**src/chhic_pkg.sv**
```systemverilog
`default_nettype none

package chhic_pkg;

    // Angle accumulator: 2^-20 degree units, signed, covers -100..+280 degrees
    localparam int ANG_SCALE_BITS = 20;
    localparam int ZW             = 31;
    localparam int TABLE_LEN      = 24;

    localparam logic signed [ZW-1:0] HALF_TURN_Z = ZW'(180 << ANG_SCALE_BITS);
    localparam logic signed [ZW-1:0] FULL_TURN_Z = ZW'(360 << ANG_SCALE_BITS);

    // Register indexes of the configuration port
    typedef enum logic [1:0] {
        REG_MODE     = 2'd0,
        REG_X_OFFSET = 2'd1,
        REG_Y_OFFSET = 2'd2
    } cfg_reg_t;

    // Side information that travels with each item down the chain
    typedef struct packed {
        logic               force_zero;
        logic signed [15:0] fx;
        logic signed [15:0] fy;
        logic signed [15:0] fz;
    } side_t;

    // atan(2^-i) in 2^-20 degree units, rounded to nearest
    function automatic logic signed [ZW-1:0] atan_step(input int idx);
        logic signed [ZW-1:0] v;
        case (idx)
            0:  v = ZW'(47185920);
            1:  v = ZW'(27855475);
            2:  v = ZW'(14718068);
            3:  v = ZW'(7471121);
            4:  v = ZW'(3750058);
            5:  v = ZW'(1876857);
            6:  v = ZW'(938658);
            7:  v = ZW'(469357);
            8:  v = ZW'(234682);
            9:  v = ZW'(117342);
            10: v = ZW'(58671);
            11: v = ZW'(29335);
            12: v = ZW'(14668);
            13: v = ZW'(7334);
            14: v = ZW'(3667);
            15: v = ZW'(1833);
            16: v = ZW'(917);
            17: v = ZW'(458);
            18: v = ZW'(229);
            19: v = ZW'(115);
            20: v = ZW'(57);
            21: v = ZW'(29);
            22: v = ZW'(14);
            23: v = ZW'(7);
            default: v = '0;
        endcase
        return v;
    endfunction

endpackage

`default_nettype wire

```
**src/chhic_prep.sv**
```systemverilog
`default_nettype none

module chhic_prep
    import chhic_pkg::*;
(
    input  wire                aclk,
    input  wire                aresetn,
    input  wire                cfg_wr_en,
    input  wire  [1:0]         cfg_index,
    input  wire  [15:0]        cfg_wdata,
    input  wire                in_valid,
    output logic               in_ready,
    input  wire  signed [15:0] mag_x,
    input  wire  signed [15:0] mag_y,
    input  wire  signed [15:0] mag_z,
    output logic               out_valid,
    input  wire                out_ready,
    output logic signed [16:0] a_o,
    output logic signed [16:0] b_o,
    output logic               neg_o,
    output side_t              side_o
);

    logic               mode_reg;
    logic signed [15:0] xoff_reg;
    logic signed [15:0] yoff_reg;
    logic signed [15:0] lo_reg [0:2];
    logic signed [15:0] hi_reg [0:2];
    logic signed [15:0] lo_next [0:2];
    logic signed [15:0] hi_next [0:2];
    logic signed [15:0] mid [0:2];
    logic signed [15:0] sample [0:2];
    logic signed [16:0] sum [0:2];
    logic signed [16:0] sum_adj [0:2];

    logic               valid_reg;
    logic signed [16:0] a_reg;
    logic signed [16:0] b_reg;
    logic               neg_reg;
    side_t              side_reg;

    logic signed [16:0] dx;
    logic signed [16:0] dy;
    logic               accept;

    assign in_ready = !valid_reg || out_ready;
    assign accept   = in_valid && in_ready;

    assign sample[0] = mag_x;
    assign sample[1] = mag_y;
    assign sample[2] = mag_z;

    // Track extremes with this sample, then take midpoints truncated toward zero
    always_comb begin
        for (int k = 0; k < 3; k++) begin
            lo_next[k] = lo_reg[k];
            hi_next[k] = hi_reg[k];
            if (mode_reg && (sample[k] < lo_reg[k])) begin
                lo_next[k] = sample[k];
            end
            if (mode_reg && (sample[k] > hi_reg[k])) begin
                hi_next[k] = sample[k];
            end
            sum[k]     = {lo_next[k][15], lo_next[k]} + {hi_next[k][15], hi_next[k]};
            sum_adj[k] = sum[k] + {16'd0, sum[k][16]};
            mid[k]     = sum_adj[k][16:1];
        end
    end

    // Remove hard-iron offset and fold into the right half plane
    assign dx = {mag_x[15], mag_x} - {xoff_reg[15], xoff_reg};
    assign dy = {mag_y[15], mag_y} - {yoff_reg[15], yoff_reg};

    // Configuration, trackers and stage valid
    always_ff @(posedge aclk) begin
        if (!aresetn) begin
            mode_reg  <= 1'b0;
            xoff_reg  <= '0;
            yoff_reg  <= '0;
            valid_reg <= 1'b0;
            for (int k = 0; k < 3; k++) begin
                lo_reg[k] <= 16'sh7FFF;
                hi_reg[k] <= 16'sh8000;
            end
        end else begin
            if (in_ready) begin
                valid_reg <= in_valid;
            end
            if (cfg_wr_en) begin
                case (cfg_index)
                    REG_MODE: begin
                        mode_reg <= cfg_wdata[0];
                        if (cfg_wdata[0]) begin
                            for (int k = 0; k < 3; k++) begin
                                lo_reg[k] <= 16'sh7FFF;
                                hi_reg[k] <= 16'sh8000;
                            end
                        end
                    end
                    REG_X_OFFSET: xoff_reg <= cfg_wdata;
                    REG_Y_OFFSET: yoff_reg <= cfg_wdata;
                    default: ;
                endcase
            end else if (accept) begin
                for (int k = 0; k < 3; k++) begin
                    lo_reg[k] <= lo_next[k];
                    hi_reg[k] <= hi_next[k];
                end
            end
        end
    end

    // Capture payload on transfer
    always_ff @(posedge aclk) begin
        if (accept) begin
            neg_reg             <= dy[16];
            a_reg               <= dy[16] ? -dx : dx;
            b_reg               <= dy[16] ? -dy : dy;
            side_reg.force_zero <= mode_reg || ((dx == '0) && (dy == '0));
            side_reg.fx         <= mid[0];
            side_reg.fy         <= mid[1];
            side_reg.fz         <= mid[2];
        end
    end

    assign out_valid = valid_reg;
    assign a_o       = a_reg;
    assign b_o       = b_reg;
    assign neg_o     = neg_reg;
    assign side_o    = side_reg;

endmodule

`default_nettype wire

```
**config.mk**
```make
export PLATFORM = sky130hd
export DESIGN_NAME = chhic_prep
export DESIGN_NICKNAME = d
export VERILOG_FILES = /design/src/chhic_pkg.sv /design/src/chhic_prep.sv
export SDC_FILE = /design/constraint.sdc
export NUM_CORES = 1
export LEC_CHECK = 0
export BUFFER_PORTS_ARGS = -buffer_cell sky130_fd_sc_hd__buf_2
export CORE_UTILIZATION = 27
export DETAILED_ROUTE_END_ITERATION = 6
export SETUP_SLACK_MARGIN = 0.1
export SLEW_MARGIN = 10
export SYNTH_ARGS = -nofsm -noshare
export SYNTH_HDL_FRONTEND = slang
export SYNTH_SLANG_ARGS = --single-unit
```
**constraint.sdc**
```tcl
create_clock -name aclk -period 9.79 [get_ports aclk]
set_input_delay 1.4685 -clock aclk [delete_from_list [all_inputs] [get_ports aclk]]
set_output_delay 1.4685 -clock aclk [all_outputs]
set_load 0.005 [all_outputs]
```
* Yosys cells after proc, flatten, opt, wreduce, memory -nomap -nowiden
Memory sizes are Yosys's and may differ from the RTL's.
Cells that the tools add are included.
** Word-level totals
- Output and inout port bits :: 86
- Bits in writable memories :: 96
- Word-level logic and storage cells :: 91
- Memories kept :: 2
- Input bits :: 71
- Register bits after elaboration :: 118
** Operators by class
- $add $sub $neg :: 10
- Bitwise logic cells :: 12
- Multiplexer cells :: 30
- Order comparisons :: 6
- Equality and inequality tests :: 2
- Reductions and logical operators :: 17
** Memory list
- hi_reg :: words 3, width 16, read ports 3, clocked after memory_dff 0, write ports 3, line chhic_prep.sv:28 : logic signed [15:0] hi_reg [0:2];
- lo_reg :: words 3, width 16, read ports 3, clocked after memory_dff 0, write ports 3, line chhic_prep.sv:27 : logic signed [15:0] lo_reg [0:2];
** Operators by type and width (number)
- 16-bit 2-to-1 mux :: 19
- 16-bit by 16-bit adder with 17-bit output :: 3
- 17-bit by 1-bit adder with 17-bit output :: 3
- 16-bit > comparator :: 3
- 16-bit < comparator :: 3
- 17-bit logical NOT :: 2
- 17-bit negation :: 2
- 16-bit by 16-bit subtractor with 17-bit output :: 2
- 17-bit 2-to-1 mux :: 1
- 1-bit bitwise OR :: 12
- 1-bit 2-to-1 mux :: 10
- 1-bit logical AND :: 8
- 2-bit AND reduction :: 3
- 2-bit by 1-bit equality test with 1-bit output (second input constant) :: 1
- 2-bit equality test (second input constant) :: 1
- 2-bit logical NOT :: 1
- 1-bit logical OR :: 2
- 1-bit logical NOT :: 1

* Logic depth before layout (Yosys ltp)
- Word-level depth :: 8
- Gate-level depth with buffers :: 24

* Worst setup path before layout
OpenSTA, ideal clock, no wires.
- Path type :: input -> register
- Start point :: in out_ready
- End point :: mem hi_reg[0][0], enable pin
- Setup time :: 0.576 ns
- Data arrival time :: 6.245 ns
- Stages :: 3
- Setup slack :: 2.969 ns
- Cells stage by stage :: nand2b_1 -> nand2_1 -> o211ai_1
** RTL lines
- start, declared :: line chhic_prep.sv:17 : input wire out_ready,
- end, declared :: line chhic_prep.sv:28

==> flow_results.xml <==
<?xml version="1.0" encoding="UTF-8"?>
<metrics>
  <group name="final_layout">
    <metric name="post_layout_utilization_of_the_core" unit="%">31.7</metric>
    <metric name="areaGrowthSynthToFinish" unit="%">16.1</metric>
    <metric name="largest_register_ff_count" unit="">49</metric>
    <metric name="fillCellCount" unit="">6154</metric>
    <metric name="layout.nets" unit="">2083</metric>
    <metric name="layout-drive-gt1-share" unit="%">18.9</metric>
  </group>
  <group name="power">
    <metric name="power_report.internal_total" unit="µW">2090</metric>
    <metric name="pwr-share-comb" unit="%">25.7</metric>
    <metric name="power.switching_fraction" unit="%">29.9</metric>
    <metric name="seq_power_share" unit="%">37.6</metric>
    <metric name="power_density_over_the_cells" unit="nW/µm²">155</metric>
    <metric name="net-switching-power" unit="µW">890</metric>
    <metric name="clockPowerShare" unit="%">36.7</metric>
    <metric name="max-vdd-ir-drop" unit="mV">0.110</metric>
    <metric name="cellLeakagePower" unit="µW">0.00771</metric>
  </group>
  <group name="floorplan">
    <metric name="die-height" unit="µm">249</metric>
    <metric name="initial_utilization" unit="%">27.3</metric>
    <metric name="design.die.area" unit="µm²">62100</metric>
    <metric name="fp.dieW" unit="µm">249</metric>
    <metric name="rows" unit="">90</metric>
    <metric name="core_region_area" unit="µm²">60400</metric>
    <metric name="num_io_pins" unit="">157</metric>
  </group>
  <group name="sta">
    <metric name="finalHoldViolations" unit="">0</metric>
    <metric name="tns" unit="ns">0</metric>
    <metric name="final_critical_path_share_of_the_clock_period" unit="%">64.7</metric>
    <metric name="max_slew.worst_pin.slew" unit="ns">1.02</metric>
    <metric name="holdWs" unit="ns">0.460</metric>
    <metric name="setup_viols_final" unit="">0</metric>
    <metric name="rsz0062_at_grt" unit="">no</metric>
    <metric name="clock-skew-final" unit="ns">0.0144</metric>
    <metric name="clock.fmax" unit="MHz">158</metric>
    <metric name="report.final.slew_viol_count" unit="">0</metric>
    <metric name="slew-limit-headroom" unit="%">32.2</metric>
    <metric name="setup_slack" unit="ns">3.45</metric>
    <metric name="period_minus_slack" unit="ns">6.34</metric>
  </group>
  <group name="clock_tree">
    <metric name="cts-resized-gates" unit="">0</metric>
    <metric name="worst_setup_hold_path_clk_slew" unit="ns">0.06</metric>
    <metric name="post-cts-setup-buffer-count" unit="">0</metric>
    <metric name="cts.htree.levels" unit="">1</metric>
    <metric name="clock_insertion_delay_worst_skew" unit="ns">0.56</metric>
    <metric name="cts-buffers-inserted" unit="">28</metric>
    <metric name="ctsLongestPathBuffers" unit="">3</metric>
    <metric name="number_of_clock_sinks" unit="">214</metric>
    <metric name="cts_tree" unit="">done</metric>
    <metric name="post_cts_hold_buffer_count" unit="">0</metric>
    <metric name="clock-root-buffer" unit="">sky130_fd_sc_hd__clkbuf_16</metric>
  </group>
  <group name="setup_path">
    <metric name="crit_path_max_fanout" unit="">11</metric>
    <metric name="crit_arrival" unit="ns">6.63</metric>
    <metric name="slowest_delay" unit="ns">0.61</metric>
    <metric name="worst_path_max_delay_cell" unit="">sky130_fd_sc_hd__mux2i_1</metric>
    <metric name="cp_cell_instances" unit="">buf_2 -&gt; ha_1 -&gt; a21o_1 -&gt; a21o_1 -&gt; a21oi_1 -&gt; o21ai_0 -&gt; o22ai_1 -&gt; mux2i_1 -&gt; buf_4 -&gt; mux2_2 -&gt; ha_1 -&gt; inv_1 -&gt; fa_1 -&gt; nor2b_1 -&gt; o311ai_1 -&gt; a21oi_1 -&gt; o221ai_2 -&gt; nand4_1 -&gt; nor3_2 -&gt; nand4_1 -&gt; nor2_1 -&gt; xor2_1</metric>
    <metric name="worstSetupEndpointType" unit="">flip-flop</metric>
    <metric name="startpoint_type" unit="">input port</metric>
    <metric name="critPathRequiredTime" unit="ns">10.09</metric>
    <metric name="worstSetupPathType" unit="">in -&gt; reg</metric>
  </group>
  <group name="outcome">
    <metric name="result_of_the_run" unit="">finished clean</metric>
  </group>
  <group name="yosys">
    <metric name="ys_types" unit="">88</metric>
    <metric name="synth_area_per_cell" unit="µm²">9.83</metric>
    <metric name="synth_largest_type_area_fraction" unit="%">32.8</metric>
    <metric name="proportion_of_synthesized_chip_area_in_sequential_cells" unit="%">36.9</metric>
    <metric name="syn_inst" unit="">1678</metric>
    <metric name="yosysWarningCount" unit="">0</metric>
    <metric name="post-synth-top-count-cell" unit="">sky130_fd_sc_hd__edfxtp_1</metric>
    <metric name="synth_top_flop_cell" unit="">sky130_fd_sc_hd__edfxtp_1</metric>
    <metric name="post_synth_instance_area" unit="µm²">16500</metric>
    <metric name="synth-async-reset-ratio" unit="%">0</metric>
    <metric name="post-synth-top-area-cell" unit="">sky130_fd_sc_hd__edfxtp_1</metric>
    <metric name="mappedNetlistNets" unit="">1931</metric>
    <metric name="ys_top_cells_by_count" unit="">sky130_fd_sc_hd__edfxtp_1 (180), sky130_fd_sc_hd__ha_1 (177), sky130_fd_sc_hd__inv_1 (162)</metric>
    <metric name="synth_top_cells_by_area" unit="">sky130_fd_sc_hd__edfxtp_1 (33%), sky130_fd_sc_hd__ha_1 (13%), sky130_fd_sc_hd__mux2_2 (6.2%), sky130_fd_sc_hd__xnor2_1 (4.8%), sky130_fd_sc_hd__dfxtp_1 (4.1%)</metric>
    <metric name="postSynthRegisterBits" unit="">214</metric>
    <metric name="count_of_flip_flops_with_a_built_in_enable_after_synthesis" unit="">180</metric>
  </group>
  <group name="routing">
    <metric name="drtPass1Iterations" unit="">5</metric>
    <metric name="routed_via_density" unit="">4.75</metric>
    <metric name="antenna_violating_nets_post_route" unit="">0</metric>
    <metric name="detail_route.iter0.violations" unit="">642</metric>
    <metric name="route.vias.total" unit="">12551</metric>
    <metric name="total_wire_length" unit="µm">43500</metric>
    <metric name="detail_route.wl_per_cell" unit="µm">16.5</metric>
    <metric name="route.detailed.drc" unit="">0</metric>
  </group>
  <group name="placement">
    <metric name="finalWeightedCongestion" unit="">0.840</metric>
    <metric name="dp_slack" unit="ns">2.92</metric>
    <metric name="port_buffers" unit="">156</metric>
    <metric name="detailed_place_hpwl" unit="µm">34200</metric>
  </group>
  <group name="min_path">
    <metric name="hold_path.class" unit="">reg -&gt; reg</metric>
  </group>
  <group name="global_routing">
    <metric name="grt_start_max_net_pins" unit="">94</metric>
    <metric name="grt.overflow.total" unit="">0</metric>
    <metric name="first_pass_grt_wire_length" unit="µm">68100</metric>
    <metric name="grt_pass1_vias" unit="">12453</metric>
    <metric name="number_of_antenna_violations_at_the_first_check_in_global_routing" unit="">15</metric>
    <metric name="track_usage" unit="%">13.7</metric>
  </group>
  <group name="run">
    <metric name="max_cap_viol_count" unit="">0</metric>
  </group>
</metrics>
[metal layers]
metal | global-route usage, % | vias up | share of wire, %
met3 | 3.11 | 58 | 5.5
met4 | 3.23 | 16 | 1.8
li1 | - | 6310 | -
met1 | 18.0 | 5950 | 46
met5 | 0 | - | 0.24
met2 | 22.6 | 217 | 46
[layout make-up]
type / count / area (µm²) / share of cell area (%)
inverters: 163 / 614 / 3.21
multi-input cells: 1256 / 9600 / 50.2
flip-flops and latches: 214 / 6090 / 31.8
clock buffers: 35 / 788 / 4.12
well taps: 782 / 978 / 5.11
repair buffers: 167 / 863 / 4.51
clock inverters: 17 / 195 / 1.02
diodes: 7 / 17.5 / 0.0915
[logic make-up after synthesis]
group	after synthesis	synth area share, %
flip-flops	214	36.9
AO/OA/AOI/OAI	320	13.4
buffers and inverters	208	4.92
AND/OR/NAND/NOR	518	16.7
adder cells (fa/ha/maj)	182	14.0
XOR/XNOR	136	7.22
multiplexers	100	6.76
[power groups by stage]
stage / clock [µW] / sequential (µW) / combinational, µW
2_1_floorplan: 0 / 1150 / 519
3_3_place_gp: 0 / 1140 / 749
3_5_place_dp: 0 / 1140 / 767
4_1_cts: 1120 / 1120 / 771
5_1_grt: 1150 / 1130 / 851
6_report: 1090 / 1120 / 765
[stage by stage]
stage | total power [µW] | std cells | cell area, µm²
2_1_floorplan | 1670 | 1678 | 16500
5_1_grt | 3130 | 2641 | 19100
6_report | 2980 | 2641 | 19100
3_5_place_dp | 1910 | 2582 | 18100
4_1_cts | 3020 | 2634 | 19100
3_3_place_gp | 1890 | 2582 | 18100
[path summary, 6_finish.rpt]
check / to / depth (start not counted) / start / slack [ns]
setup / recovery: side_o[14] / 22 / mag_z[1] / 3.45
hold / removal: yoff_reg[5] / 2 / yoff_reg[5] / 0.46
setup reg to reg: side_o[14] / 22 / lo_reg[0][33] / 4.13
hold reg to reg: yoff_reg[5] / 2 / yoff_reg[5] / 0.46
[placed cells by master (no fill, tap or decap), types with 6 or more instances in the layout]
cell / netlist / layout
sky130_fd_sc_hd__edfxtp_1: 180 / 180
sky130_fd_sc_hd__ha_1: 177 / 177
sky130_fd_sc_hd__inv_1: 162 / 161
sky130_fd_sc_hd__buf_2: 9 / 156
sky130_fd_sc_hd__nand2_1: 132 / 132
sky130_fd_sc_hd__mux2_2: 91 / 91
sky130_fd_sc_hd__xnor2_1: 91 / 91
sky130_fd_sc_hd__nor2_1: 82 / 82
sky130_fd_sc_hd__a21oi_1: 76 / 76
sky130_fd_sc_hd__nand2b_1: 72 / 72
sky130_fd_sc_hd__and2_1: 60 / 60
sky130_fd_sc_hd__o21ai_0: 54 / 54
sky130_fd_sc_hd__xor2_1: 45 / 45
sky130_fd_sc_hd__a21boi_0: 37 / 37
sky130_fd_sc_hd__nand4_1: 34 / 34
sky130_fd_sc_hd__dfxtp_1: 34 / 34
sky130_fd_sc_hd__a21o_1: 32 / 32
sky130_fd_sc_hd__clkbuf_16: 0 / 29
sky130_fd_sc_hd__nor3_1: 23 / 23
sky130_fd_sc_hd__nor2b_1: 20 / 20
sky130_fd_sc_hd__nand3_1: 20 / 20
sky130_fd_sc_hd__o21a_1: 13 / 13
sky130_fd_sc_hd__o31ai_1: 11 / 11
sky130_fd_sc_hd__or2_2: 11 / 11
sky130_fd_sc_hd__buf_4: 1 / 11
sky130_fd_sc_hd__o21ai_1: 10 / 10
sky130_fd_sc_hd__mux2i_1: 9 / 9
sky130_fd_sc_hd__a211oi_1: 9 / 9
sky130_fd_sc_hd__o21bai_1: 9 / 9
sky130_fd_sc_hd__nand3b_1: 9 / 9
sky130_fd_sc_hd__and3_1: 8 / 8
sky130_fd_sc_hd__diode_2: 0 / 7
sky130_fd_sc_hd__or3_1: 7 / 7
sky130_fd_sc_hd__nor4_1: 7 / 7
sky130_fd_sc_hd__o211ai_1: 7 / 7
sky130_fd_sc_hd__clkinv_2: 0 / 7
sky130_fd_sc_hd__a31oi_1: 6 / 6
[worst max-delay path, delay by kind of cell]
| family | cells | cell delay [ns] |
|---|---|---|
| xor gates and xnor gates | 1 | 0.10 |
| buffers and inverters | 3 | 0.53 |
| AOI/OAI and AO/OA | 8 | 1.72 |
| adders and majority gates | 3 | 0.74 |
| muxes | 2 | 0.97 |
| and+or+nand+nor | 5 | 1.09 |
Power figures use the tool's default switching activity.
