### src/chhic_pkg.sv
`default_nettype none

package chhic_pkg;

    // Angle accumulator: 2^-20 degree units, signed, covers -100..+280 degrees
    localparam int ANG_SCALE_BITS = 20;
    localparam int ZW             = 31;
    localparam int TABLE_LEN      = 24;

    localparam logic signed [ZW-1:0] HALF_TURN_Z = ZW'(180 << ANG_SCALE_BITS);
    localparam logic signed [ZW-1:0] FULL_TURN_Z = ZW'(360 << ANG_SCALE_BITS);

    // Register indexes of the configuration port
    typedef enum logic [1:0] {
        REG_MODE     = 2'd0,
        REG_X_OFFSET = 2'd1,
        REG_Y_OFFSET = 2'd2
    } cfg_reg_t;

    // Side information that travels with each item down the chain
    typedef struct packed {
        logic               force_zero;
        logic signed [15:0] fx;
        logic signed [15:0] fy;
        logic signed [15:0] fz;
    } side_t;

    // atan(2^-i) in 2^-20 degree units, rounded to nearest
    function automatic logic signed [ZW-1:0] atan_step(input int idx);
        logic signed [ZW-1:0] v;
        case (idx)
            0:  v = ZW'(47185920);
            1:  v = ZW'(27855475);
            2:  v = ZW'(14718068);
            3:  v = ZW'(7471121);
            4:  v = ZW'(3750058);
            5:  v = ZW'(1876857);
            6:  v = ZW'(938658);
            7:  v = ZW'(469357);
            8:  v = ZW'(234682);
            9:  v = ZW'(117342);
            10: v = ZW'(58671);
            11: v = ZW'(29335);
            12: v = ZW'(14668);
            13: v = ZW'(7334);
            14: v = ZW'(3667);
            15: v = ZW'(1833);
            16: v = ZW'(917);
            17: v = ZW'(458);
            18: v = ZW'(229);
            19: v = ZW'(115);
            20: v = ZW'(57);
            21: v = ZW'(29);
            22: v = ZW'(14);
            23: v = ZW'(7);
            default: v = '0;
        endcase
        return v;
    endfunction

endpackage

`default_nettype wire

### src/chhic_finish.sv
`default_nettype none

module chhic_finish
    import chhic_pkg::*;
#(
    parameter int FRACTION_BITS = 6
) (
    input  wire                   aclk,
    input  wire                   aresetn,
    input  wire                   in_valid,
    output logic                  in_ready,
    input  wire  signed [ZW-1:0]  z_i,
    input  side_t                 side_i,
    output logic                  out_valid,
    input  wire                   out_ready,
    output logic        [14:0]    heading,
    output logic signed [15:0]    found_x_offset,
    output logic signed [15:0]    found_y_offset,
    output logic signed [15:0]    found_z_offset
);

    localparam int ROUND_SHIFT = ANG_SCALE_BITS - FRACTION_BITS;
    localparam logic signed [ZW-1:0] HALF_LSB   = ZW'(1) <<< (ROUND_SHIFT - 1);
    localparam logic signed [ZW-1:0] WRAP_LIMIT = ZW'(360 << FRACTION_BITS);

    logic                  valid_reg;
    logic        [14:0]    heading_reg;
    side_t                 side_reg;
    logic signed [ZW-1:0]  z_wrap;
    logic signed [ZW-1:0]  z_round;
    logic signed [ZW-1:0]  r_raw;
    logic signed [ZW-1:0]  r_wrap;

    assign in_ready = !valid_reg || out_ready;

    // Wrap into one turn, round half up, fold a full turn back to zero
    always_comb begin
        z_wrap  = z_i[ZW-1] ? z_i + FULL_TURN_Z : z_i;
        z_round = z_wrap + HALF_LSB;
        r_raw   = z_round >>> ROUND_SHIFT;
        r_wrap  = (r_raw >= WRAP_LIMIT) ? r_raw - WRAP_LIMIT : r_raw;
    end

    always_ff @(posedge aclk) begin
        if (!aresetn) begin
            valid_reg <= 1'b0;
        end else if (in_ready) begin
            valid_reg <= in_valid;
        end
    end

    // Hold result until the downstream transfer
    always_ff @(posedge aclk) begin
        if (in_valid && in_ready) begin
            heading_reg <= side_i.force_zero ? 15'd0 : r_wrap[14:0];
            side_reg    <= side_i;
        end
    end

    assign out_valid      = valid_reg;
    assign heading        = heading_reg;
    assign found_x_offset = side_reg.fx;
    assign found_y_offset = side_reg.fy;
    assign found_z_offset = side_reg.fz;

endmodule

`default_nettype wire

### config.mk
export PLATFORM = sky130hd
export DESIGN_NAME = chhic_finish
export DESIGN_NICKNAME = d
export VERILOG_FILES = /design/src/chhic_pkg.sv /design/src/chhic_finish.sv
export SDC_FILE = /design/constraint.sdc
export NUM_CORES = 1
export LEC_CHECK = 0
export BUFFER_PORTS_ARGS = -buffer_cell sky130_fd_sc_hd__clkbuf_2
export CORE_MARGIN = 8
export CORE_UTILIZATION = 40
export DETAILED_ROUTE_END_ITERATION = 6
export MAX_ROUTING_LAYER = met4
export PLACE_DENSITY = 0.71
export SLEW_MARGIN = 30
export SYNTH_ARGS = -nofsm -noshare
export SYNTH_HDL_FRONTEND = slang
export SYNTH_SLANG_ARGS = --single-unit
### constraint.sdc
create_clock -name aclk -period 7.7 [get_ports aclk]
set_input_delay 0.385 -clock aclk [delete_from_list [all_inputs] [get_ports aclk]]
set_output_delay 0.385 -clock aclk [all_outputs]
set_load 0.03 [all_outputs]
[Yosys cells after proc, flatten, opt, wreduce, memory -nomap -nowiden]
Index checks and enable logic that the tools add are counted.
Word-level totals
  register bits: 64
  latch bits: 0
  bits in writable memories: 0
  bits in read-only memories: 0
  bits of input ports: 84
  output and inout port bits: 65
  word-level logic and storage cells: 14
  memories kept: 0
Operators by class
  add/subtract/negate cells: 3
  multiply operators: 0
  div/mod/pow operators: 0
  magnitude comparators: 1
  equality and inequality tests: 0
  shifts and indexed selects: 0
  mux-type cells: 2
  bitwise logic cells: 0
  reduce and logical (&&, ||, !) cells: 3
Operator list (number)
  $add A31 B15 Y31 const B: 1
  $add A31 B30 Y31 const B: 1
  $mux W31: 1
  $ge A17 B16 Y1 const B: 1
  $mux W15: 1
  $sub A15 B15 Y15 const B: 1
  $logic_and A1 B1 Y1: 1
  $logic_not A1 Y1: 1
  $logic_or A1 B1 Y1: 1

[Longest topological paths before layout]
Gate-level depths: netlist of run 1.
  depth in word-level cells: 5
  mapped depth: 11

[Worst setup path before layout of run 1]
Ideal clock, no wire load.
  kind: input to register
  start: input z_i[21]
  end: register heading_reg[11], in the netlist heading[11] (data pin)
  library setup time: 0.260 ns
  data arrival time: 2.666 ns
  data required time: 7.440 ns
  path slack: 4.774 ns
  stages on the path: 10
  buffers on the path: 1
  cell sequence: buf_2 > and4_1 > a41oi_1 > a311oi_1 > inv_1 > ha_1 > o21bai_1 > o211ai_2 > a21o_1 > mux2_4
Between the ends
  word-level cells in the longest chain between the ends: 5
  elaborated cells between the ends (all ways): 6
  classes of those cells: 3 x add/sub; 1 x order compare; 2 x mux
RTL lines
  start: declaration: RTL line chhic_finish.sv:12  | input wire signed [ZW-1:0] z_i,
  $add A31 B30 Y31: RTL line chhic_finish.sv:38  | z_wrap = z_i[ZW-1] ? z_i + FULL_TURN_Z : z_i;
  $mux W31 *: RTL line chhic_finish.sv:38
  $add A31 B15 Y31 *: RTL line chhic_finish.sv:39  | z_round = z_wrap + HALF_LSB;
  $sub A15 B15 Y15 or $ge A17 B16 Y1 (tied branches): RTL line chhic_finish.sv:41  | r_wrap = (r_raw >= WRAP_LIMIT) ? r_raw - WRAP_LIMIT : r_raw;
  $mux W15 *: RTL line chhic_finish.sv:41
  end signal: assignment: RTL line chhic_finish.sv:55  | heading_reg <= side_i.force_zero ? 15'd0 : r_wrap[14:0];
  end: declaration: RTL line chhic_finish.sv:27  | logic [14:0] heading_reg;
Mark *: on every way between the ends. The rest lies on a longest branch, timed or not.
A chain may end at the register's enable or synchronous reset.

[Final worst setup path of run 1]
  start: input z_i[23]
  end: register heading_reg[11], in the netlist heading[11] (data pin)
Same word-level chain as after synthesis.

==> summary.md, run 1 <==
| Metric | Value |
|---|---|
| Combinational family with the most area after synthesis | simple AND/OR/NAND/NOR gates |
| Register-to-register setup slack | 6000 ps |
| ANT nets after route | 0 |
| Post-synth EDFFs | 63 |
| Setup repair after global routing missed its margin | false |
| Synth Area in Adders | 1.19% |
| Synth Warn # | 0 |
| Fraction of the yosys area taken by sequential cells | 60.9% |
| Clk sinks | 64 |
| Top cell type by total area after synthesis | edfxtp_1 |
| Pwr Density | 207 nW/um^2 |
| Post-synth ARST share | 0% |
| Total CTS buffers | 9 |
| Cell count after synthesis | 247 |
| Clock Tree Buf Depth | 2 |
| Post-CTS setup buffer count | 0 |
| Critical Path Sink | heading[11]$_SDFFCE_PP0P_ |
| Outcome | complete, no violations |
| Average footprint of a synthesized cell | 12.7 sq um |
| Largest net degree at the start of global routing | 55 |
| Syn Std Cell Area | 3140 sq um |
| Via count | 2,479 |
| Clk Latency, worst-skew pair | 330 ps |
| Placeable Area | 7690 sq um |
| Dpl ws | 4330 ps |
| Gpl congestion | 0.845 |
| Fmax | 326 MHz |
| Gr ovfl total | 0 |
| Maximum VDD drop | 82.5 uV |
| Period minus WS final | 3070 ps |
| Die height | 105 um |
| Drt total wl | 8050 um |
| Req. time, crit path | 7780 ps |
| Hold crit path type | in2reg |
| Worst setup margin | 4630 ps |
| Worst-path cell chain | clkbuf_2 -> ha_1 -> nand2b_1 -> nor4_2 -> o21ai_0 -> nor3_1 -> mux2i_1 -> nand2_1 -> a21o_1 -> mux2_4 |
| Hpwl dp | 6470 um |
| Lkg Pwr | 1.69 nW |
| Worst-path clk slew | 70 ps |
| Synth Area in Simple Gates | 14.5% |
| Syn_nets | 334 |
| Post-layout nets | 465 |
| Arrival @ worst endpoint | 3150 ps |
| # H-tree levels | 3 |
| Compound-cell area share of the yosys netlist | 11.7% |
| Crit Path Class | in2reg |
| 1st-iter DRT viols | 120 |
| Pins Over Slew Limit | 0 |
| DRC | 0 |
| Area growth syn-to-layout | 29.2% |
| Drt pass-1 iters | 5 |
| CTS root buf | clkbuf_8 |
| Crit Path Max Fanout | 11 |
| Die W | 105 um |
| MaxCap Viol Count | 0 |
| Final Hold Viols | 0 |
| CP max-delay cell | nor4_2 |
| Vias in the first global route | 2,466 |
| Reg2Reg Depth | 3 |
| Worst-margin pin slew | 774 ps |
| Distinct cell type count after synthesis | 60 |
| FP Rows | 32 |
| Fin crit share | 39.8% |
| Yosys top cell area share | 60.2% |
| Global-route wire length before repair | 12,800 um |
| Main area contributors after synthesis | edfxtp_1, xnor2_1, xor2_1, nand2_1, nor2_1 |
| Top Ports | 149 |
| Setup TNS | 0 ps |
| Critical path launch point | z_i[23] |
| Synthesized flop and latch total | 64 |
| Post-CTS sizing | 0 |
| GRT Total Usage | 15.0% |
| Wire per inst | 16.6 um |
| Share of layout cells above drive strength 1 | 42.6% |
| Slowest stage delay, CP | 490 ps |
| Worst reg2reg endpoint | found_y_offset[12]$_DFFE_PP_ |
| Startpoint types | primary input |
| Final Setup Violations | 0 |
| XOR/XNOR Fraction of Synth Area | 5.81% |
| Fillers | 686 |
| I/O Buffers | 135 |
| Clock Skews | 3.39 ps |
| RR Startpoint | out_valid$_SDFFE_PN0N_ |
| Top_reg_cell synth | edfxtp_1 |
| Hold-fix buffers, CTS | 0 |
| CP Capture Type | flop |
| Die area | 10,900 sq um |
| Starting density of the core | 40.9% |
| CTS tree | built |
| Mux contribution to synthesized area | 2.15% |
| Initial antenna violation count | 0 |
| Vias/cell | 5.11 |
| Rel. slew slack | 48.1% |
| Antenna cells | 0 |
-- power by group --
| group | total, mW | switching, mW | internal (mW) | leakage [nW] |
|---|---|---|---|---|
| logic | 0.162 | 0.109 | 0.0526 | 0.981 |
| registers | 0.416 | 0.00547 | 0.410 | 0.622 |
| clock network | 0.265 | 0.119 | 0.146 | 0.0901 |
-- cell usage in the layout (no fill, tap or decap), types with 2 or more instances in the layout --
| cell type | instances |
|---|---|
| a211o_1 | 3 |
| a211oi_1 | 2 |
| a21boi_0 | 2 |
| a21o_1 | 2 |
| a21oi_1 | 8 |
| a31oi_1 | 3 |
| and3_1 | 2 |
| and4_1 | 3 |
| clkbuf_2 | 135 |
| clkbuf_8 | 9 |
| clkinv_1 | 2 |
| clkinv_2 | 2 |
| clkinvlp_4 | 2 |
| edfxtp_1 | 63 |
| ha_1 | 3 |
| inv_1 | 9 |
| mux2_2 | 2 |
| mux2i_1 | 3 |
| nand2_1 | 17 |
| nand2b_1 | 4 |
| nand3_1 | 4 |
| nand4_1 | 6 |
| nand4b_1 | 2 |
| nor2_1 | 14 |
| nor2b_1 | 2 |
| nor3_1 | 9 |
| nor4_1 | 2 |
| o2111ai_1 | 2 |
| o211ai_1 | 2 |
| o21ai_0 | 8 |
| o311a_1 | 2 |
| or3_1 | 4 |
| xnor2_1 | 11 |
| xor2_1 | 8 |
-- per-layer routing --
layer  part of all wire (%)  global-route usage [%]  vias to the layer above
met5                      0                       -                        -
met4                    1.1                    4.99                        0
met3                    9.3                    5.71                       14
met2                     48                    24.7                      123
met1                     41                    16.5                     1136
li1                       -                       -                     1206
-- critical path, delay by kind of cell --
family	cells	cell delay, ps
AO/OA/AOI/OAI	2	440
adder cells (fa/ha/maj)	1	260
buffers and inverters	1	160
multiplexers	2	700
AND/OR/NAND/NOR	4	1200
-- cells by family (layout without fill, tap and decap cells) --
kind of cell	count (synthesis)	in the layout
xor gates and xnor gates	20	20
AOI/OAI and AO/OA	49	49
muxes	6	6
DFF	64	64
adders and majority gates	3	3
and+or+nand+nor	79	79
buffers and inverters	26	162
-- synth_stat cells (3+ instances only) --
| cell | n |
|---|---|
| nand4_1 | 6 |
| nand2_1 | 17 |
| ha_1 | 3 |
| xnor2_1 | 11 |
| buf_2 | 10 |
| nor3_1 | 9 |
| a21oi_1 | 8 |
| a211o_1 | 3 |
| or3_1 | 4 |
| nand2b_1 | 4 |
| clkbuf_1 | 4 |
| mux2i_1 | 3 |
| a31oi_1 | 3 |
| nand3_1 | 4 |
| inv_1 | 9 |
| and4_1 | 3 |
| edfxtp_1 | 63 |
| nor2_1 | 14 |
| xor2_1 | 8 |
| o21ai_0 | 8 |
-- through the flow --
| stage | cell area, sq um | utilization [%] | hold WS [ps] | total power, mW | std cells |
|---|---|---|---|---|---|
| global placement | 3870 | 50.4 | 510 | 0.582 | 469 |
| floorplan | 3140 | - | 484 | 0.533 | 247 |
| finish | 4060 | 52.8 | 228 | 0.842 | 485 |
| CTS | 4060 | 52.8 | 206 | 0.853 | 485 |
| global route | 4060 | 52.8 | 207 | 0.878 | 485 |
| detailed placement | 3870 | 50.4 | 536 | 0.586 | 469 |
-- worst min path at each step --
stage,startpoint,endpoint,slack [ps],cells past startpoint
after floorplan,side_i[32],found_x_offset[0]$_DFFE_PP_,480,0
after global placement,out_valid$_SDFFE_PN0N_,out_valid$_SDFFE_PN0N_,510,2
after detailed placement,out_valid$_SDFFE_PN0N_,out_valid$_SDFFE_PN0N_,540,2
after CTS,side_i[17],found_y_offset[1]$_DFFE_PP_,210,1
after global routing,side_i[44],found_x_offset[12]$_DFFE_PP_,210,1
final,side_i[15],found_z_offset[15]$_DFFE_PP_,230,1
-- final cells by class --
| cell class | instances | area [sq um] | area share (%) |
|---|---|---|---|
| repair buffers | 136 | 683 | 16.8 |
| well taps | 102 | 128 | 3.14 |
| multi-input cells | 157 | 1110 | 27.4 |
| flip-flops and latches | 64 | 1910 | 47.1 |
| inverters | 10 | 37.5 | 0.925 |
| clock inverters | 7 | 62.6 | 1.54 |
| clock buffers | 9 | 124 | 3.05 |
No activity file was read; power rests on OpenSTA's default activity.
==> inputs of run 2 (changes only) <==
==> constraint.sdc (replaced) <==
create_clock -name aclk -period 3.1 [get_ports aclk]
set_input_delay 0.155 -clock aclk [delete_from_list [all_inputs] [get_ports aclk]]
set_output_delay 0.155 -clock aclk [all_outputs]
set_load 0.03 [all_outputs]
==> run 2 against run 1 <==
  * Clock power increased by 140%
  * Die area unchanged
  * Count of clock-buffer cells in the layout grew 1
  * Register-to-register slack got worse by 4700 ps
  * Setup slack got worse by 4200 ps
  * Via count rose by 8.1%
  * Sequential power rose by 150%
==> summary.md, run 2 (synthesis results as in run 1) <==
| Metric | Value |
|---|---|
| Gr ovfl total | 0 (unchanged) |
| Register-to-register setup slack | 1340 ps (was 6000 ps) |
| Outcome | complete, no violations (unchanged) |
| Global-route wire length before repair | 14,000 um (was 12,800 um) |
| Req. time, crit path | 3170 ps (was 7780 ps) |
| Min-delay src | side_i[21] (was side_i[15]) |
| Initial antenna violation count | 0 (unchanged) |
| Vias/cell | 5.04 (was 5.11) |
| Crit Path Max Fanout | 8 (was 11) |
| Worst-margin pin slew | 692 ps (was 774 ps) |
| Die W | 105 um (unchanged) |
| FP Rows | 32 (unchanged) |
| Post-CTS sizing | 0 (unchanged) |
| RR Startpoint | out_valid$_SDFFE_PN0N_ (unchanged) |
| Placeable Area | 7690 sq um (unchanged) |
| Area growth syn-to-layout | 43.7% (was 29.2%) |
| Clock Tree Buf Depth | 2 (unchanged) |
| Switching share of power | 27.7% (was 27.8%) |
| Fin crit share | 87.2% |
| Final Hold Viols | 0 (unchanged) |
| Switching pwr | 0.592 mW (was 0.234 mW) |
| Period minus WS final | 2700 ps |
| Reg2Reg Depth | 3 (unchanged) |
| Wire per inst | 17.8 um (was 16.6 um) |
| Clock share of power | 30.2% (was 31.5%) |
| Die height | 105 um (unchanged) |
| Maximum VDD drop | 304 uV (was 82.5 uV) |
| Share of layout cells above drive strength 1 | 38.6% (was 42.6%) |
| Vias in the first global route | 2,678 (was 2,466) |
| Slowest stage delay, CP | 570 ps (was 490 ps) |
| Post-layout nets | 513 (was 465) |
| # H-tree levels | 3 (unchanged) |
| Clock Skews | 7.94 ps (was 3.39 ps) |
| Total CTS buffers | 9 (unchanged) |
| Pins Over Slew Limit | 0 (unchanged) |
| Hold depth | 1 (unchanged) |
| Worst-path clk slew | 70 ps (about the same) |
| Core Util, Final | 58.7% (was 52.8%) |
| Leading cell types in the layout, fill and taps excluded | clkbuf_2, edfxtp_1, dlygate4sd3_1, nand2_1, nor2_1 (was clkbuf_2, edfxtp_1, nand2_1, nor2_1, xnor2_1) |
| Drt pass-1 iters | 4 (was 5) |
| Lkg Pwr | 1.89 nW (was 1.69 nW) |
| CTS tree | built (unchanged) |
| CP max-delay cell | a211oi_1 (was nor4_2) |
| Final Setup Violations | 0 (unchanged) |
| DRC | 0 (unchanged) |
| Crit Path Class | in2reg (unchanged) |
| Hold crit path type | in2reg (unchanged) |
| Final Cell Area | 4520 sq um (was 4060 sq um) |
| 1st-iter DRT viols | 123 (was 120) |
| Drt total wl | 9470 um (was 8050 um) |
| Fmax | 370 MHz |
| Flop pwr share | 48.3% (was 49.3%) |
| Antenna cells | 0 (unchanged) |
| Power share of the combinational group | 21.5% (was 19.2%) |
| Rel. slew slack | 53.6% (was 48.1%) |
| Worst-path cell chain | clkbuf_2 -> ha_1 -> nand4b_1 -> a21oi_1 -> a2bb2oi_1 -> a211oi_1 -> o21bai_1 -> o211ai_2 -> a21o_1 -> mux2_4 (was clkbuf_2 -> ha_1 -> nand2b_1 -> nor4_2 -> o21ai_0 -> nor3_1 -> mux2i_1 -> nand2_1 -> a21o_1 -> mux2_4) |
| Area after DPL | 3920 sq um (was 3870 sq um) |
| Die area | 10,900 sq um (unchanged) |
| WHS Endpoint | found_y_offset[5]$_DFFE_PP_ (was found_z_offset[15]$_DFFE_PP_) |
| I/O Buffers | 135 (unchanged) |
| Setup repair after global routing missed its margin | false (unchanged) |
| Most common cell after layout, fill and taps aside | clkbuf_2 (unchanged) |
| GRT Total Usage | 16.4% (was 15.0%) |
| Top Ports | 149 (unchanged) |
| CP Capture Type | flop (unchanged) |
| Largest net degree at the start of global routing | 32 (was 55) |
| Pwr Density | 474 nW/um^2 (was 207 nW/um^2) |
| Hpwl dp | 6580 um (was 6470 um) |
| Pint | 1.55 mW (was 0.609 mW) |
| Worst reg2reg endpoint | found_y_offset[1]$_DFFE_PP_ (was found_y_offset[12]$_DFFE_PP_) |
| Via count | 2,681 (was 2,479) |
| Gpl congestion | 0.873 (was 0.845) |
| ANT nets after route | 0 (unchanged) |
| Starting density of the core | 40.9% (unchanged) |
| Arrival @ worst endpoint | 2770 ps (was 3150 ps) |
| CTS root buf | clkbuf_8 (unchanged) |
| Startpoint types | primary input (unchanged) |
| MaxCap Viol Count | 0 (unchanged) |
| Setup TNS | 0 ps (unchanged) |
| Clk Latency, worst-skew pair | 310 ps (was 330 ps) |
| Clk sinks | 64 (unchanged) |
[run 2: changes by cell type in the layout (fill, tap and decap cells not counted), sizes merged]
cell,delta
clkinvlp,-1
clkbuf,+1
dlygate4sd3,+42
clkinv,-1
buf,+6
[run 2: worst max path at each step]
stage	startpoint	to	slack, ps	cells after the start
after floorplan	out_valid$_SDFFE_PN0N_	found_x_offset[0]$_DFFE_PP_	400	2
after global placement	z_i[13]	heading[11]$_SDFFCE_PP0P_	140	11
after detailed placement	z_i[24]	heading[11]$_SDFFCE_PP0P_	80	10
after CTS	z_i[24]	heading[11]$_SDFFCE_PP0P_	430	10
after global routing	z_i[24]	heading[11]$_SDFFCE_PP0P_	160	10
final	z_i[24]	heading[11]$_SDFFCE_PP0P_	400	10
[run 2: what timing repair did]
item	CTS	global route
endpoints found under the hold margin	35	7
hold buffers	35	7
setup buffers	0	0
[run 2: power groups by stage]
stage	clock, mW	sequential (mW)	combinational, mW
6_report	0.647	1.03	0.460
3_3_place_gp	0	1.05	0.404
2_1_floorplan	0	1.17	0.160
5_1_grt	0.697	1.04	0.496
3_5_place_dp	0	1.05	0.410
4_1_cts	0.652	1.03	0.449
[run 2: per-stage QoR]
step	std cells	hold WS, ps	setup slack (ps)	power (mW)
2_1_floorplan	247	254	402	1.32
3_3_place_gp	475	332	145	1.45
3_5_place_dp	475	334	82.6	1.46
4_1_cts	525	0.421	432	2.13
5_1_grt	532	8.20	162	2.23
6_report	532	18.2	398	2.14
[run 2: layout make-up]
cell class | count | area, sq um
flip-flops and latches | 64 | 1910
clock inverters | 5 | 48.8
fillers | 641 | 3170
inverters | 10 | 37.5
multi-input cells | 157 | 1110
well taps | 102 | 128
repair buffers | 184 | 1150
clock buffers | 10 | 128
[run 2: worst max-delay path, delay by kind of cell]
| kind | cells | cell delay, ps |
|---|---|---|
| and+or+nand+nor | 1 | 180 |
| adders and majority gates | 1 | 350 |
| AOI/OAI and AO/OA | 6 | 1670 |
| muxes | 1 | 290 |
| buffers and inverters | 1 | 130 |
[run 2: routing by layer]
metal / routed length [um] / global-route usage [%]
met1: 3720 / 17.4
met2: 4780 / 28.0
met3: 898 / 6.27
met4: 69 / 4.59
met5: 0 / -
